--- src/rtl/gps_pkg.sv ---
// shared constants, types and the window table generator of the pitch shifter
package gps_pkg;

    localparam int MAX_GRAIN_DEF   = 4096;
    localparam int SAMPLE_BITS_DEF = 16;
    localparam int FRAC_BITS_DEF   = 12;

    // increment field is unsigned q4.12
    localparam int INC_W    = 16;
    localparam int INC_FRAC = 12;

    // grain length register
    localparam int GLOG_W   = 4;
    localparam int GLOG_MIN = 3;
    localparam int GLOG_RST = 11;

    // configuration port
    localparam int CFG_IDX_W  = 1;
    localparam int CFG_DATA_W = 4;

    // window table, unsigned q1.15
    localparam int WIN_W    = 16;
    localparam int WIN_FRAC = 15;

    localparam logic [63:0] PI_Q30  = 64'd3373259426;
    localparam logic [63:0] Q30_ONE = 64'd1 << 30;

    typedef enum logic [CFG_IDX_W-1:0] {
        REG_GRAIN_LOG2 = 1'b0,
        REG_MUTE       = 1'b1
    } t_cfg_reg;

    typedef enum logic [1:0] {
        S_CLEAR,
        S_IDLE,
        S_RUN,
        S_FINISH
    } t_state;

    // per-step strobes from the sequencer to the interpolate and sum unit
    typedef struct packed {
        logic clr;
        logic a_lat;
        logic v_en;
        logic prod_en;
        logic acc_en;
    } t_mac_ctl;

    // hann window entry sin^2(pi*i/n) in q1.15, n = 2^lg, evaluated at elaboration
    function automatic logic [WIN_W-1:0] win_value(input int unsigned idx,
                                                   input int unsigned lg);
        logic [63:0] full;
        logic [63:0] half;
        logic [63:0] u;
        logic [63:0] x;
        logic [63:0] x2;
        logic [63:0] t;
        logic [63:0] s;
        logic [63:0] sq;
        full = 64'd1 << lg;
        half = full >> 1;
        u    = (64'(idx) <= half) ? 64'(idx) : full - 64'(idx);
        x    = (u * PI_Q30) >> lg;
        x2   = (x * x) >> 30;
        t    = Q30_ONE - x2 / 64'd110;
        t    = Q30_ONE - ((x2 * t) >> 30) / 64'd72;
        t    = Q30_ONE - ((x2 * t) >> 30) / 64'd42;
        t    = Q30_ONE - ((x2 * t) >> 30) / 64'd20;
        t    = Q30_ONE - ((x2 * t) >> 30) / 64'd6;
        s    = (x * t) >> 30;
        sq   = (s * s) >> 30;
        return WIN_W'((sq + (64'd1 << 14)) >> WIN_FRAC);
    endfunction

endpackage

--- src/rtl/gps_mac.sv ---
// linear interpolation, window weighting, grain sum, rounding and saturation
module gps_mac
    import gps_pkg::*;
#(
    parameter int SAMPLE_BITS = SAMPLE_BITS_DEF,
    parameter int FRAC_BITS   = FRAC_BITS_DEF
) (
    input  logic                          i_clk,
    input  t_mac_ctl                      i_ctl,
    input  logic signed [SAMPLE_BITS-1:0] i_rd_data,
    input  logic [FRAC_BITS-1:0]          i_frac,
    input  logic [WIN_W-1:0]              i_win,
    output logic signed [SAMPLE_BITS-1:0] o_sample
);
    localparam int V_W    = SAMPLE_BITS + FRAC_BITS + 1;
    localparam int F_W    = SAMPLE_BITS + FRAC_BITS + 2;
    localparam int P_W    = V_W + WIN_W + 1;
    localparam int ACC_W  = P_W + 2;
    localparam int RND_SH = FRAC_BITS + WIN_FRAC;

    localparam logic signed [ACC_W-1:0] RND_HALF = ACC_W'(1) << (RND_SH - 1);
    localparam logic signed [ACC_W-1:0] LIM_HI =
        {{(ACC_W-SAMPLE_BITS+1){1'b0}}, {(SAMPLE_BITS-1){1'b1}}};
    localparam logic signed [ACC_W-1:0] LIM_LO =
        {{(ACC_W-SAMPLE_BITS+1){1'b1}}, {(SAMPLE_BITS-1){1'b0}}};

    logic signed [SAMPLE_BITS-1:0] r_a;
    logic signed [SAMPLE_BITS:0]   diff;
    logic signed [F_W-1:0]         fprod;
    logic signed [V_W-1:0]         v;
    logic signed [V_W-1:0]         r_v;
    logic signed [P_W-1:0]         r_prod;
    logic signed [ACC_W-1:0]       r_acc;
    logic signed [ACC_W-1:0]       rnd;
    logic signed [ACC_W-1:0]       shd;

    // v = a * 2^f + frac * (b - a), b arriving now, a held from the previous read
    always_comb begin
        diff  = $signed({i_rd_data[SAMPLE_BITS-1], i_rd_data})
              - $signed({r_a[SAMPLE_BITS-1], r_a});
        fprod = $signed({1'b0, i_frac}) * diff;
        v     = (V_W'(r_a) <<< FRAC_BITS) + V_W'(fprod);
    end

    always_ff @(posedge i_clk) begin
        if (i_ctl.a_lat) begin
            r_a <= i_rd_data;
        end
        if (i_ctl.v_en) begin
            r_v <= v;
        end
        if (i_ctl.prod_en) begin
            r_prod <= r_v * $signed({1'b0, i_win});
        end
        if (i_ctl.clr) begin
            r_acc <= '0;
        end else if (i_ctl.acc_en) begin
            r_acc <= r_acc + ACC_W'(r_prod);
        end
    end

    // round half up, floor shift, clip to the sample range
    always_comb begin
        rnd = r_acc + RND_HALF;
        shd = rnd >>> RND_SH;
        priority if (shd > LIM_HI) begin
            o_sample = SAMPLE_BITS'(LIM_HI);
        end else if (shd < LIM_LO) begin
            o_sample = SAMPLE_BITS'(LIM_LO);
        end else begin
            o_sample = SAMPLE_BITS'(shd);
        end
    end
endmodule
--- config.mk ---
export PLATFORM = sky130hd
export DESIGN_NAME = gps_mac
export DESIGN_NICKNAME = d
export VERILOG_FILES = /design/src/rtl/gps_pkg.sv /design/src/rtl/gps_mac.sv
export SDC_FILE = /design/constraint.sdc
export NUM_CORES = 2
export LEC_CHECK = 0
export ABC_AREA = 1
export BUFFER_PORTS_ARGS = -buffer_cell sky130_fd_sc_hd__buf_2
export CELL_PAD_IN_SITES_DETAIL_PLACEMENT = 1
export CELL_PAD_IN_SITES_GLOBAL_PLACEMENT = 1
export CORE_ASPECT_RATIO = 0.5
export CORE_UTILIZATION = 50
export DETAILED_ROUTE_END_ITERATION = 7
export HOLD_SLACK_MARGIN = 0.1
export MAX_ROUTING_LAYER = met4
export PLACE_DENSITY_LB_ADDON = 0.1
export RECOVER_POWER = 25
export SYNTH_ARGS = -nofsm -noshare
export SYNTH_HDL_FRONTEND = slang
export SYNTH_SLANG_ARGS = --single-unit
--- constraint.sdc ---
create_clock -name i_clk -period 9.3 [get_ports i_clk]
set_input_delay 1.395 -clock i_clk [delete_from_list [all_inputs] [get_ports i_clk]]
set_output_delay 1.395 -clock i_clk [all_outputs]
set_load 0.02 [all_outputs]
[Word-level counts from Yosys, hierarchy flattened]
Cells that the tools add are included.
Operators by class
  $add $sub $neg: 4
  multiply operators: 2
  div/mod/pow operators: 0
  $lt $le $gt $ge: 2
  equal/unequal tests: 0
  shift operators: 0
  mux-type cells: 2
  bitwise gates (word level): 0
  reduce and logical (&&, ||, !) cells: 0
Operator list (count)
  $add 48x28->48 const B: 1
  $add 48x46->48: 1
  $mul 29x17->46: 1
  $mux 16: 2
  $add 28x29->29: 1
  $mul 13x17->29: 1
  $gt 21x16->1 const B: 1
  $lt 21x16->1 const B: 1
  $sub 16x16->17: 1
Storage, ports and cells
  flip-flop bits (word level): 139
  latch bits: 0
  RAM bits: 0
  memory bits (read-only): 0
  input port bits: 50
  output and inout port bits: 16
  word-level logic and storage cells: 14
  memories kept: 0

[Depth between registers and ports, before layout]
  depth after elaboration: 4
  mapped depth: 34
  gate-level depth less buffers: 33

[Worst setup path after synthesis]
OpenSTA, ideal clock, no wires.
  path kind: input to register
  from: input port i_rd_data[0]
  to: register r_v[28], data pin
  library setup time: 259 ps
  arrival: 7381 ps
  data required time: 9041 ps
  slack: 1659 ps
  cell stages on the path: 29
  path buffers: 1
  cells stage by stage: inv_1 ha_1 fa_1 o21ai_1 nand2_1 nand2_1 nand2_1 nand2_1 nand3_1 o211ai_1 or2_2 buf_2 nand3_1 fa_1 fa_1 inv_1 fa_1 fa_1 fa_1 inv_1 fa_1 inv_1 ha_1 nand2_1 nor3_1 nand4_1 nand3_1 a21oi_1 xnor2_1
Between the ends
  longest elaborated chain between the ends: 3
RTL lines
  start: declaration: RTL line gps_mac.sv:10  | input logic signed [SAMPLE_BITS-1:0] i_rd_data,
  $sub 16x16->17: RTL line gps_mac.sv:40  | - $signed({r_a[SAMPLE_BITS-1], r_a});
  $mul 13x17->29: RTL line gps_mac.sv:41  | fprod = $signed({1'b0, i_frac}) * diff;
  $add 28x29->29: RTL line gps_mac.sv:42  | v = (V_W'(r_a) <<< FRAC_BITS) + V_W'(fprod);
  via v[28]: RTL line gps_mac.sv:30  | logic signed [V_W-1:0] v;
  end signal: assignment: RTL line gps_mac.sv:50  | r_v <= v;
  end: declaration: RTL line gps_mac.sv:31  | logic signed [V_W-1:0] r_v;
The timed path passes the listed nets, and every way through them passes these cells.
A chain may end at the register's enable or synchronous reset.

[Final worst setup path]
Same ends and word-level chain as after synthesis.

==> results.cfg <==
[setup_path]
endpoint_kind = flip-flop
rrSetupSlack_ns = 1.32
r2r_cells = 27
critPathMaxStageDelay_ns = 0.61
path_max_fanout = 12
cp.required_ns = 9.54
startpoint = i_rd_data[0]
r2r-start = r_a[0]
crit_end = r_v[28]
crit_slowest_cell = fa_1
worstPathArrival_ns = 8.68
worstSetupPathType = input pin to flip-flop
reg2reg_to = r_v[28]
crit_path_frequent_cell = fa_1
startpoint_type = input pin

[synthesis]
netlist_area_um2 = 35100
syn_nets = 5619
synth_top_area_share = 0.369
seq_area_frac_synth = 0.105
synth_edf_count = 91
yosys_warnings = 0
synth.most_common_cell = inv_1
syn_avg_cell_area_um2 = 7.52
synth.area.top_cells = fa_1 37%, inv_1 14%, nand2_1 12%, ha_1 8.9%, edfxtp_1 7.8%
postSynthCellCount = 4672
synthArstFlopShare = 0
synth_cell_types = 49
ys.flop_type = edfxtp_1
netlist.top_cell.by_area = fa_1
synth_seq_cells = 139
synth.top_cells.by_count = 1288 x inv_1, 1117 x nand2_1, 648 x fa_1, 373 x nor2_1, 249 x ha_1

[route]
first_pass_iters = 5
wl_per_cell_um = 20.1
vias_per_cell = 5.29
dr_total_vias = 29600
totalWireLength_um = 113000
ant_nets = 0
drc = 0
drt_iter0_drc = 1576

[floorplanning]
die_h_um = 189
die_area_um2 = 71400
initial_core_util = 0.508
coreArea_um2 = 69200
die_x_um = 377
rows = 68
io_pins = 66

[sta]
fmax_mhz = 119
fin_tns_setup_ns = 0
finalCriticalPeriod_ns = 8.43
slew_viol_final = 59
finalHoldViolCount = 0
fin_skew_ns = 0.0182
relSlewSlack = -0.0707
worst_slew_pin_slew_ns = 1.61
holdWs_ns = 0.474
finalSetupViolCount = 0
fin_crit_sh = 0.907
rsz0062_at_grt = no

[clock_tree]
cts_hold_buf = 0
clock_sinks = 139
cts-buffers-inserted = 17
cts_max_path_buffers = 2
clock_latency_ns = 0.50
cts_resized = 0
cts_setup_buffers = 0
cts_root_buf = clkbuf_16
htreeDepth = 4
path_clk_slew_ns = 0.08
tritoncts = done

[placed_design]
port_buffers = 65
place_congestion = 0.944
dp.final_hpwl_um = 94800
dp_cells = 5555

[min_path]
hold_depth = 2
worstHoldPathType = flip-flop to flip-flop

[finish]
synthToLayoutAreaGrowth_pct = 4.67
drive_above_1_share = 0.0304
fin_util = 0.531
final_nets = 5576
filler_cell_count = 8827
register_area_um2 = 3690
final_cells = 5589
multi_input_area_um2 = 26000

[global_routing]
grt_first_pass_wirelength_um = 180000
antenna_found_initial = 0
grt-ovfl-total = 0
grt_max_degree = 64
grt_pass1_vias = 33100
track_usage = 0.337

[run_status]
violations = max-capacitance violations, max-slew violations
status = finished, violations left

[job]
drv_cap = 2
## per-stage QoR
| stage | cell area, um2 | worst slack [ns] |
|---|---|---|
| 3_3_place_gp | 36200 | 0.557 |
| 2_1_floorplan | 35100 | 1.66 |
| 3_5_place_dp | 36200 | 0.316 |
| 6_report | 36800 | 0.865 |
| 4_1_cts | 36800 | 0.848 |
| 5_1_grt | 36800 | 0.496 |
## metal layers
metal  vias up  track usage  wire [um]
met2       762        0.578      55900
met3       179       0.0394       5200
li1      13500            -          -
met5         -            -          0
met1     15100        0.421      48300
met4         0       0.0988       3130
## worst max-delay path: cells and delay by family
family,cells,cell delay [ns]
adders and majority gates,9,4.09
buffers and inverters,5,0.56
and+or+nand+nor,11,1.99
AOI/OAI and AO/OA,3,0.51
xor gates and xnor gates,1,0.13
## cell usage in the layout, fill, tap and decap left out, drive strengths merged, types with 5 or more instances in the layout
master and n:
inv 1299, nand3 161, and2 6, o211ai 6, o21ai 84, nor3 28, nor2 377, edfxtp 91
clkinv 12, a21oi 161, fa 648, a21boi 5, xnor2 37, clkbuf 31, o21bai 25, a31oi 9
xor2 85, nand4 30, buf 67, nand2 1131, dfxtp 48, or2 13, a21o 15, ha 249
## state kept, by name (all words and copies together), names as in the netlist
| register | flops |
|---|---|
| r_a | 16 |
| r_acc | 48 |
| r_v | 29 |
| r_prod | 46 |
## kinds of logic (layout without fill, tap and decap cells)
group | count (synthesis) | count (layout) | synth area share
and+or+nand+nor | 1755 | 1755 | 0.201
buffers and inverters | 1440 | 1410 | 0.154
adders and majority gates | 897 | 897 | 0.458
AOI/OAI and AO/OA | 319 | 319 | 0.0504
DFF | 139 | 139 | 0.105
xor gates and xnor gates | 122 | 122 | 0.0306
other | 0 | 2 | 0
## worst min-delay path by stage
stage | slack [ns] | to | start
floorplan | 0.44 | r_acc[0] | r_acc[0]
CTS | 0.48 | r_acc[0] | r_acc[0]
global placement | 0.45 | r_acc[0] | r_acc[0]
detailed placement | 0.47 | r_acc[0] | r_acc[0]
global route | 0.52 | r_acc[0] | r_acc[0]
finish | 0.47 | r_acc[0] | r_acc[0]
## layout make-up
cell class / instances / area share
well taps: 945 / 0.0322
clock inverters: 15 / 0.00426
repair buffers: 81 / 0.0116
multi-input cells: 3093 / 0.707
diodes: 2 / 0.000136
flip-flops and latches: 139 / 0.100
inverters: 1297 / 0.132
clock buffers: 17 / 0.0116
Power is left out: the tool's default activity adds up to more than one toggle a clock period on the data nets, which glitch-free logic cannot reach.
